**src/rtl/jva_pkg.sv**
```systemverilog
// jva_pkg: shared types and constants for the joystick vector angle pipeline.
// Holds the arctangent table, angle constants and the stage control struct.
// No dependencies.
`timescale 1ns / 1ps

package jva_pkg;

  // Register indexes on the configuration channel
  typedef enum logic [0:0] {
    REG_CENTER_X = 1'b0,
    REG_CENTER_Y = 1'b1
  } reg_index_t;

  localparam int          CENTER_MIN_W  = 12;     // holds the reset center value
  localparam int          CENTER_RESET  = 2048;
  localparam int          SCALE_SHIFT   = 16;     // offsets scaled by 2^16
  localparam int          GUARD_BITS    = 20;     // scale plus CORDIC growth plus sign
  localparam int          Z_W           = 32;     // degrees * 2^22, signed
  localparam int          ANGLE_W       = 15;
  localparam int          OUT_TDATA_W   = 16;
  localparam int          TABLE_LEN     = 24;

  localparam logic signed [Z_W-1:0] ANG_HALF     = 32'sd754974720;   // 180 deg
  localparam logic signed [Z_W-1:0] ANG_ROUND    = 32'sd32768;       // half of 1/64 deg
  localparam logic signed [Z_W-1:0] ANG_FULL_RND = 32'sd1509982208;  // 360 deg + round
  localparam logic [ANGLE_W-1:0]    ANGLE_WRAP   = 15'd23040;        // 360 deg in q6

  // atan(2^-i) in degrees * 2^22, rounded to nearest
  localparam logic signed [Z_W-1:0] ATAN_TAB [TABLE_LEN] = '{
    32'sd188743680, 32'sd111421900, 32'sd58872272, 32'sd29884485,
    32'sd15000234,  32'sd7507429,   32'sd3754631,  32'sd1877430,
    32'sd938729,    32'sd469366,    32'sd234683,   32'sd117342,
    32'sd58671,     32'sd29335,     32'sd14668,    32'sd7334,
    32'sd3667,      32'sd1833,      32'sd917,      32'sd458,
    32'sd229,       32'sd115,       32'sd57,       32'sd29
  };

  // Control that travels with each pipeline slot
  typedef struct packed {
    logic valid;
    logic zero;   // sample equals the center: result forced to 0
  } pipe_ctl_t;

endpackage

```
**src/rtl/jva_prerot.sv**
```systemverilog
// jva_prerot: first pipeline stage. Forms center offsets, folds the left half
// plane by 180 degrees and scales to the CORDIC word. Depends on jva_pkg.
`timescale 1ns / 1ps

module jva_prerot #(
  parameter int SAMPLE_BITS = 12,
  parameter int CENTER_W    = 12,
  parameter int W           = 32
) (
  input  logic                          clk,
  input  logic                          rst,
  input  logic [CENTER_W-1:0]           center_x,
  input  logic [CENTER_W-1:0]           center_y,
  input  logic                          in_valid,
  output logic                          in_ready,
  input  logic [SAMPLE_BITS-1:0]        raw_x,
  input  logic [SAMPLE_BITS-1:0]        raw_y,
  output jva_pkg::pipe_ctl_t            out_ctl,
  input  logic                          out_ready,
  output logic signed [W-1:0]           x_out,
  output logic signed [W-1:0]           y_out,
  output logic signed [jva_pkg::Z_W-1:0] z_out
);

  localparam int DW = CENTER_W + 1;

  logic signed [DW-1:0]           dx;
  logic signed [DW-1:0]           dy;
  logic signed [W-1:0]            dxw;
  logic signed [W-1:0]            dyw;
  logic                           left;
  logic signed [W-1:0]            x_next;
  logic signed [W-1:0]            y_next;
  logic signed [jva_pkg::Z_W-1:0] z_next;

  always_comb begin
    dx     = $signed(DW'(raw_x)) - $signed(DW'(center_x));
    dy     = $signed(DW'(center_y)) - $signed(DW'(raw_y));
    dxw    = W'(dx);
    dyw    = W'(dy);
    left   = dx[DW-1];
    x_next = (left ? -dxw : dxw) <<< jva_pkg::SCALE_SHIFT;
    y_next = (left ? -dyw : dyw) <<< jva_pkg::SCALE_SHIFT;
    z_next = left ? jva_pkg::ANG_HALF : '0;
  end

  assign in_ready = !out_ctl.valid || out_ready;

  always_ff @(posedge clk) begin
    if (rst) begin
      out_ctl.valid <= 1'b0;
    end else if (in_ready) begin
      out_ctl.valid <= in_valid;
    end
    if (in_ready && in_valid) begin
      out_ctl.zero <= (dx == '0) && (dy == '0);
      x_out        <= x_next;
      y_out        <= y_next;
      z_out        <= z_next;
    end
  end

endmodule

```
**src/rtl/jva_cordic_stage.sv**
```systemverilog
// jva_cordic_stage: one registered CORDIC vectoring micro-rotation.
// Stage index selects the shift and the arctangent constant. Depends on jva_pkg.
`timescale 1ns / 1ps

module jva_cordic_stage #(
  parameter int STAGE = 0,
  parameter int W     = 32
) (
  input  logic                           clk,
  input  logic                           rst,
  input  jva_pkg::pipe_ctl_t             in_ctl,
  output logic                           in_ready,
  input  logic signed [W-1:0]            x_in,
  input  logic signed [W-1:0]            y_in,
  input  logic signed [jva_pkg::Z_W-1:0] z_in,
  output jva_pkg::pipe_ctl_t             out_ctl,
  input  logic                           out_ready,
  output logic signed [W-1:0]            x_out,
  output logic signed [W-1:0]            y_out,
  output logic signed [jva_pkg::Z_W-1:0] z_out
);

  logic signed [W-1:0] xs;
  logic signed [W-1:0] ys;
  logic                y_pos;

  // arithmetic shift rounds toward minus infinity
  assign xs    = x_in >>> STAGE;
  assign ys    = y_in >>> STAGE;
  assign y_pos = !y_in[W-1] && (y_in != '0);

  assign in_ready = !out_ctl.valid || out_ready;

  always_ff @(posedge clk) begin
    if (rst) begin
      out_ctl.valid <= 1'b0;
    end else if (in_ready) begin
      out_ctl.valid <= in_ctl.valid;
    end
    if (in_ready && in_ctl.valid) begin
      out_ctl.zero <= in_ctl.zero;
      if (y_pos) begin
        x_out <= x_in + ys;
        y_out <= y_in - xs;
        z_out <= z_in + jva_pkg::ATAN_TAB[STAGE];
      end else begin
        x_out <= x_in - ys;
        y_out <= y_in + xs;
        z_out <= z_in - jva_pkg::ATAN_TAB[STAGE];
      end
    end
  end

endmodule

```
**src/rtl/jva_round.sv**
```systemverilog
// jva_round: last stage. Folds negative angles into [0, 360), rounds to
// 1/64 degree, wraps a full circle to 0 and holds the result. Depends on jva_pkg.
`timescale 1ns / 1ps

module jva_round (
  input  logic                              clk,
  input  logic                              rst,
  input  jva_pkg::pipe_ctl_t                in_ctl,
  output logic                              in_ready,
  input  logic signed [jva_pkg::Z_W-1:0]    z_in,
  output logic                              out_valid,
  input  logic                              out_ready,
  output logic [jva_pkg::ANGLE_W-1:0]       angle
);

  logic signed [jva_pkg::Z_W-1:0] z_rnd;
  logic [jva_pkg::ANGLE_W-1:0]    q;
  logic [jva_pkg::ANGLE_W-1:0]    angle_next;

  always_comb begin
    // one add both lifts a negative angle by 360 degrees and adds the rounding half
    z_rnd = z_in + (z_in[jva_pkg::Z_W-1] ? jva_pkg::ANG_FULL_RND : jva_pkg::ANG_ROUND);
    q     = z_rnd[jva_pkg::SCALE_SHIFT +: jva_pkg::ANGLE_W];
    if (in_ctl.zero) begin
      angle_next = '0;
    end else if (q >= jva_pkg::ANGLE_WRAP) begin
      angle_next = q - jva_pkg::ANGLE_WRAP;
    end else begin
      angle_next = q;
    end
  end

  assign in_ready = !out_valid || out_ready;

  always_ff @(posedge clk) begin
    if (rst) begin
      out_valid <= 1'b0;
    end else if (in_ready) begin
      out_valid <= in_ctl.valid;
    end
  end

  always_ff @(posedge clk) begin
    if (in_ready && in_ctl.valid) begin
      angle <= angle_next;
    end
  end

endmodule

```
**src/rtl/joystick_vector_angle.sv**
```systemverilog
// joystick_vector_angle: top level of the pipelined CORDIC joystick direction unit.
// Depends on jva_pkg, jva_prerot, jva_cordic_stage and jva_round.
`timescale 1ns / 1ps

// Usage
//   s_* stream: one raw joystick sample per transaction, raw_x in the low
//   SAMPLE_BITS of s_tdata and raw_y right above it.
//   m_* stream: one angle per sample, in 1/64 degree counter-clockwise from +x
//   (0 .. 23039), in m_tdata[14:0]. A sample at the center gives 0.
//   cfg_* channel: cfg_index 0 writes center_x, 1 writes center_y; always ready.
//   Write the centers only while no sample is in flight.
// Timing
//   CORDIC_STAGES + 2 register slots: one offset/fold stage, one per CORDIC
//   rotation, one rounding stage.
//   Throughput is one sample per clock while m_tready is high; every stage is
//   a register slot with its own valid bit.
// Reset
//   rst (synchronous) empties the pipeline and sets both centers to 2048.
// Back-pressure
//   When m_tready is low, the held result stays in the output register and the
//   stages behind it keep filling empty slots, so s_tready stays high until all
//   slots are full. Nothing is dropped or repeated.
module joystick_vector_angle #(
  parameter int CORDIC_STAGES = 16,
  parameter int SAMPLE_BITS   = 12
) (
  input  logic                                       clk,
  input  logic                                       rst,
  // s_tdata: raw_x [SAMPLE_BITS-1:0], raw_y [2*SAMPLE_BITS-1:SAMPLE_BITS], zero pad
  input  logic                                       s_tvalid,
  output logic                                       s_tready,
  input  logic [((2*SAMPLE_BITS+7)/8)*8-1:0]         s_tdata,
  // m_tdata: angle_q6 [14:0], zero pad [15]
  output logic                                       m_tvalid,
  input  logic                                       m_tready,
  output logic [jva_pkg::OUT_TDATA_W-1:0]            m_tdata,
  // configuration write channel
  input  logic                                       cfg_valid,
  output logic                                       cfg_ready,
  input  logic [0:0]                                 cfg_index,
  input  logic [SAMPLE_BITS-1:0]                     cfg_data
);

  // centers need 12 bits to hold the reset value even for narrow samples
  localparam int CENTER_W = (SAMPLE_BITS > jva_pkg::CENTER_MIN_W) ? SAMPLE_BITS
                                                                  : jva_pkg::CENTER_MIN_W;
  localparam int W        = CENTER_W + jva_pkg::GUARD_BITS;
  localparam int N        = CORDIC_STAGES;

  logic [CENTER_W-1:0]            center_x;
  logic [CENTER_W-1:0]            center_y;
  logic [jva_pkg::ANGLE_W-1:0]    angle_q6;

  jva_pkg::pipe_ctl_t             ctl [0:N];
  logic                           rdy [0:N];
  logic signed [W-1:0]            xs  [0:N];
  logic signed [W-1:0]            ys  [0:N];
  logic signed [jva_pkg::Z_W-1:0] zs  [0:N];

  // Configuration registers
  assign cfg_ready = 1'b1;

  always_ff @(posedge clk) begin
    if (rst) begin
      center_x <= CENTER_W'(jva_pkg::CENTER_RESET);
      center_y <= CENTER_W'(jva_pkg::CENTER_RESET);
    end else if (cfg_valid && cfg_ready) begin
      unique case (jva_pkg::reg_index_t'(cfg_index))
        jva_pkg::REG_CENTER_X: center_x <= CENTER_W'(cfg_data);
        jva_pkg::REG_CENTER_Y: center_y <= CENTER_W'(cfg_data);
        default: ;
      endcase
    end
  end

  // Offsets and half-plane fold
  jva_prerot #(
    .SAMPLE_BITS (SAMPLE_BITS),
    .CENTER_W    (CENTER_W),
    .W           (W)
  ) u_prerot (
    .clk       (clk),
    .rst       (rst),
    .center_x  (center_x),
    .center_y  (center_y),
    .in_valid  (s_tvalid),
    .in_ready  (s_tready),
    .raw_x     (s_tdata[SAMPLE_BITS-1:0]),
    .raw_y     (s_tdata[2*SAMPLE_BITS-1:SAMPLE_BITS]),
    .out_ctl   (ctl[0]),
    .out_ready (rdy[0]),
    .x_out     (xs[0]),
    .y_out     (ys[0]),
    .z_out     (zs[0])
  );

  // One register stage per micro-rotation
  for (genvar g = 0; g < N; g++) begin : g_stage
    jva_cordic_stage #(
      .STAGE (g),
      .W     (W)
    ) u_stage (
      .clk       (clk),
      .rst       (rst),
      .in_ctl    (ctl[g]),
      .in_ready  (rdy[g]),
      .x_in      (xs[g]),
      .y_in      (ys[g]),
      .z_in      (zs[g]),
      .out_ctl   (ctl[g+1]),
      .out_ready (rdy[g+1]),
      .x_out     (xs[g+1]),
      .y_out     (ys[g+1]),
      .z_out     (zs[g+1])
    );
  end

  // Wrap, round and output register
  jva_round u_round (
    .clk       (clk),
    .rst       (rst),
    .in_ctl    (ctl[N]),
    .in_ready  (rdy[N]),
    .z_in      (zs[N]),
    .out_valid (m_tvalid),
    .out_ready (m_tready),
    .angle     (angle_q6)
  );

  assign m_tdata = {{(jva_pkg::OUT_TDATA_W - jva_pkg::ANGLE_W){1'b0}}, angle_q6};

  // Assertions

  // result always within one turn
  a_angle_range: assert property (@(posedge clk) disable iff (rst)
    m_tvalid |-> (angle_q6 < jva_pkg::ANGLE_WRAP))
    else $error("angle out of range");

  // a taken output frees a slot all the way back to the input
  a_ready_chain: assert property (@(posedge clk) disable iff (rst)
    m_tready |-> s_tready)
    else $error("input stalled while output drains");

  // reset empties the pipeline
  a_reset_empty: assert property (@(posedge clk)
    $past(rst) |-> !m_tvalid)
    else $error("output valid right after reset");

endmodule

```
**config.mk**
```make
export PLATFORM = sky130hd
export DESIGN_NAME = joystick_vector_angle
export DESIGN_NICKNAME = d
export VERILOG_FILES = /design/src/rtl/jva_pkg.sv /design/src/rtl/jva_prerot.sv /design/src/rtl/jva_cordic_stage.sv /design/src/rtl/jva_round.sv /design/src/rtl/joystick_vector_angle.sv
export SDC_FILE = /design/constraint.sdc
export NUM_CORES = 2
export LEC_CHECK = 0
export BUFFER_PORTS_ARGS = -buffer_cell sky130_fd_sc_hd__clkbuf_2
export CAP_MARGIN = 20
export CORE_ASPECT_RATIO = 0.75
export CORE_MARGIN = 10
export CORE_UTILIZATION = 60
export CTS_BUF_LIST = sky130_fd_sc_hd__clkbuf_4 sky130_fd_sc_hd__clkbuf_8
export DETAILED_ROUTE_END_ITERATION = 8
export PLACE_DENSITY = 0.81
export SLEW_MARGIN = 20
export SYNTH_ARGS = -nofsm -noshare
export SYNTH_HDL_FRONTEND = slang
export SYNTH_SLANG_ARGS = --single-unit
```
**constraint.sdc**
```tcl
create_clock -name clk -period 9.9 [get_ports clk]
set_clock_uncertainty 0.05 [all_clocks]
set_input_delay 0.99 -clock clk [delete_from_list [all_inputs] [get_ports clk]]
set_output_delay 0.99 -clock clk [all_outputs]
set_load 0.02 [all_outputs]
```
==> results.json <==
{
  "outcome": "finished, final reports clean",
  "slew_headroom_pct": 15.2,
  "drt_wl_total_mm": 284,
  "cts_tree": "yes",
  "synth.cell_area_um2": 107000,
  "cp.arrival_ns": 8.47,
  "cp_max_fo": 31,
  "syn_inst": 11093,
  "drcViolationCount": 0,
  "yosys.area.top_type": "edfxtp_1",
  "via_per_inst": 6.25,
  "dpl.hpwl_mm": 223,
  "num_rows": 134,
  "reg2regPathDepth": 23,
  "start_kind": "flop",
  "p_seq_share_pct": 47.1,
  "switching_power_mw": 3.80,
  "wire_per_inst_um": 20.5,
  "finalSetupTns_ns": 0,
  "powerDensity_nw_per_um2": 120,
  "grt_max_degree": 88,
  "clock_latency_ns": 0.99,
  "setup_viol": 0,
  "maxCapViolCount": 0,
  "overflow": 0,
  "synth_edf_count": 1286,
  "antenna_found_initial": 7,
  "ys_warn_count": 0,
  "syn_area_per_cell_um2": 9.68,
  "tightest_slew_ns": 1.26,
  "hp-class": "primary input to flop",
  "post_cts_resized": 0,
  "drt_iter0_markers": 9633,
  "design_area_um2": 115000,
  "start_util_pct": 60.4,
  "switching_share_pct": 27.5,
  "internal_power_mw": 10.0,
  "cp.required_ns": 10.59,
  "p_clk_share_pct": 37.5,
  "cts_buffer_depth": 3,
  "clock-sinks": 1328,
  "power_leakage_nw": 46.3,
  "synth_area_leaders": "edfxtp_1 36%, ha_1 14%, xnor2_1 8.9%, a21oi_1 4.7%, xor2_1 3.9%",
  "power.total_mw": 13.8,
  "cts-buffers-inserted": 217,
  "grt_pass1_vias": 81099,
  "period_minus_slack_ns": 7.78,
  "grt_pass1_wl_mm": 444,
  "nets": 12615,
  "yosysMostFrequentCell": "edfxtp_1",
  "hold_buffers": 0,
  "hold_depth": 2,
  "synthFlopType": "edfxtp_1",
  "vias": 86678,
  "post_cts_buffers": 0,
  "die_x_um": 508,
  "fmax_ghz": 0.129,
  "setup.worst_path.end_class": "flop",
  "synth_common_cells": "1,286 x edfxtp_1, 1,233 x ha_1, 1,088 x xnor2_1",
  "io_pins": 61,
  "rsz0062_at_grt": "no",
  "place.gp.congestion": 0.993,
  "h-tree-depth": 4,
  "die_h_um": 386,
  "combPwrFrac_pct": 15.4,
  "cts_root_buf": "clkbuf_8",
  "yosysUniqueCellTypes": 91,
  "post_dp_cell_area_um2": 111000,
  "gr-usage-all-layers_pct": 27.8,
  "worstSetupPathType": "flop to flop",
  "hold_viol": 0,
  "portBuffers": 58,
  "maxSlewViolCount": 0,
  "peakVddDrop_v": 0.000146,
  "syn2layout_area_growth_pct": 7.50,
  "cts.reportedPaths.clkPinSlew_ns": 0.07,
  "drt_pass1_iterations": 7,
  "synth_top_area_share_pct": 36.0,
  "dieArea_um2": 196000,
  "core-area_um2": 178000,
  "ys_seq_area_share_pct": 36.7,
  "ant_nets": 0,
  "async_flop_share_pct": 0,
  "synth_seq_cells": 1328,
  "post_route_cells_drive_above_1_share_pct": 5.48,
  "period_share_pct": 78.6
}
-- power by group through the flow --
stage | combinational, mW | clock, mW | sequential (mW)
floorplan | 1.64 | 0 | 6.57
global placement | 2.02 | 0 | 6.62
detailed placement | 2.08 | 0 | 6.62
CTS | 2.10 | 5.28 | 6.51
global route | 2.36 | 5.54 | 6.52
finish | 2.12 | 5.18 | 6.51
-- routing by layer --
metal	track usage, %	vias to the layer above	wire [um]
met3	7.23	476	29300
met1	40.7	41071	130000
met2	40.7	3685	117000
met4	6.98	4	7060
met5	0.512	-	149
li1	-	41442	-
-- registers in the layout (all words and copies together) (netlist names) --
name,cells
g_stage.u_stage.out_ctl,32
u_round.out_valid,1
u_prerot.y_out,16
u_prerot.x_out,16
center_y,12
g_stage.u_stage.x_out,368
center_x,12
g_stage.u_stage.y_out,418
u_prerot.z_out,1
u_prerot.out_ctl,2
u_round.angle,15
g_stage.u_stage.z_out,435
-- layout make-up --
type	instances	area, um^2
well taps	2380	2980
fillers	14185	62500
clock buffers	285	3580
flip-flops and latches	1328	39500
clock inverters	126	1040
multi-input cells	9084	65500
repair buffers	111	729
inverters	556	2090
diodes	6	15.0
-- cells by family (layout without fill, tap and decap cells) --
group	after synthesis	count (layout)	synth area share, %
mux	56	56	0.526
compound gates	3120	3120	18.5
simple gates	3014	3014	13.7
buf+inv	726	1078	2.55
xor+xnor	1572	1572	12.8
fa+ha+maj	1275	1275	15.2
flops	1328	1328	36.7
other cells	2	53	0.00699
-- path summary, 6_finish.rpt --
check / startpoint / end / slack (ns)
hold / removal: cfg_data[11] / center_x[11] / 0.24
setup / recovery: g_stage[10].u_stage.y_out[17] / g_stage[11].u_stage.y_out[30] / 2.12
setup reg to reg: g_stage[10].u_stage.y_out[17] / g_stage[11].u_stage.y_out[30] / 2.12
hold reg to reg: g_stage[8].u_stage.out_ctl[0] / g_stage[9].u_stage.out_ctl[0] / 0.37
-- cell usage in the layout (no fill, tap or decap), drive strengths merged, types with 34 or more instances in the layout --
master  count
clkinv    100
o21ai     568
nor4      101
o41ai      53
edfxtp   1286
or3       109
and3       86
o31ai     156
or4        42
o21a      162
o21bai    151
o211ai     34
nand2     634
nor3      297
inv       558
fa         42
ha       1233
and2       48
xor2      484
buf        52
a21o      415
a211oi     84
nor2b     197
xnor2    1088
a21boi     59
mux2i      53
a31oi     102
clkbuf    344
or2        52
a21oi    1018
dfxtp      42
nand3     206
nor2      893
nand4      84
nand2b    178
conb       47
-- worst max-delay path: stages, from the launching register on --
cell	delay, ns
edfxtp_1	0.49
or4_1	0.64
nor4_1	0.34
nand2b_1	0.16
or4_1	0.57
or3_1	0.53
nand2b_2	0.36
inv_1	0.08
buf_4	0.28
nor2_1	0.16
xnor2_1	0.09
ha_1	0.36
nor2b_1	0.18
o31a_1	0.19
o211a_1	0.18
nor2_1	0.10
o21ai_0	0.55
a31oi_1	0.21
a211oi_1	0.62
a41oi_1	0.23
a31oi_1	0.52
a41oi_1	0.24
a211o_1	0.31
xnor2_1	0.12
-- metrics by stage --
stage	utilization, %	cells	hold WS, ns	setup slack, ns
after floorplan	-	11138	0.350	0.177
final	64.9	13876	0.240	2.12
after detailed placement	62.2	13456	0.355	2.23
after global routing	64.9	13875	0.161	1.74
after CTS	64.8	13867	0.141	2.22
after global placement	62.2	13456	0.354	2.35
Power figures use the tool's default switching activity.
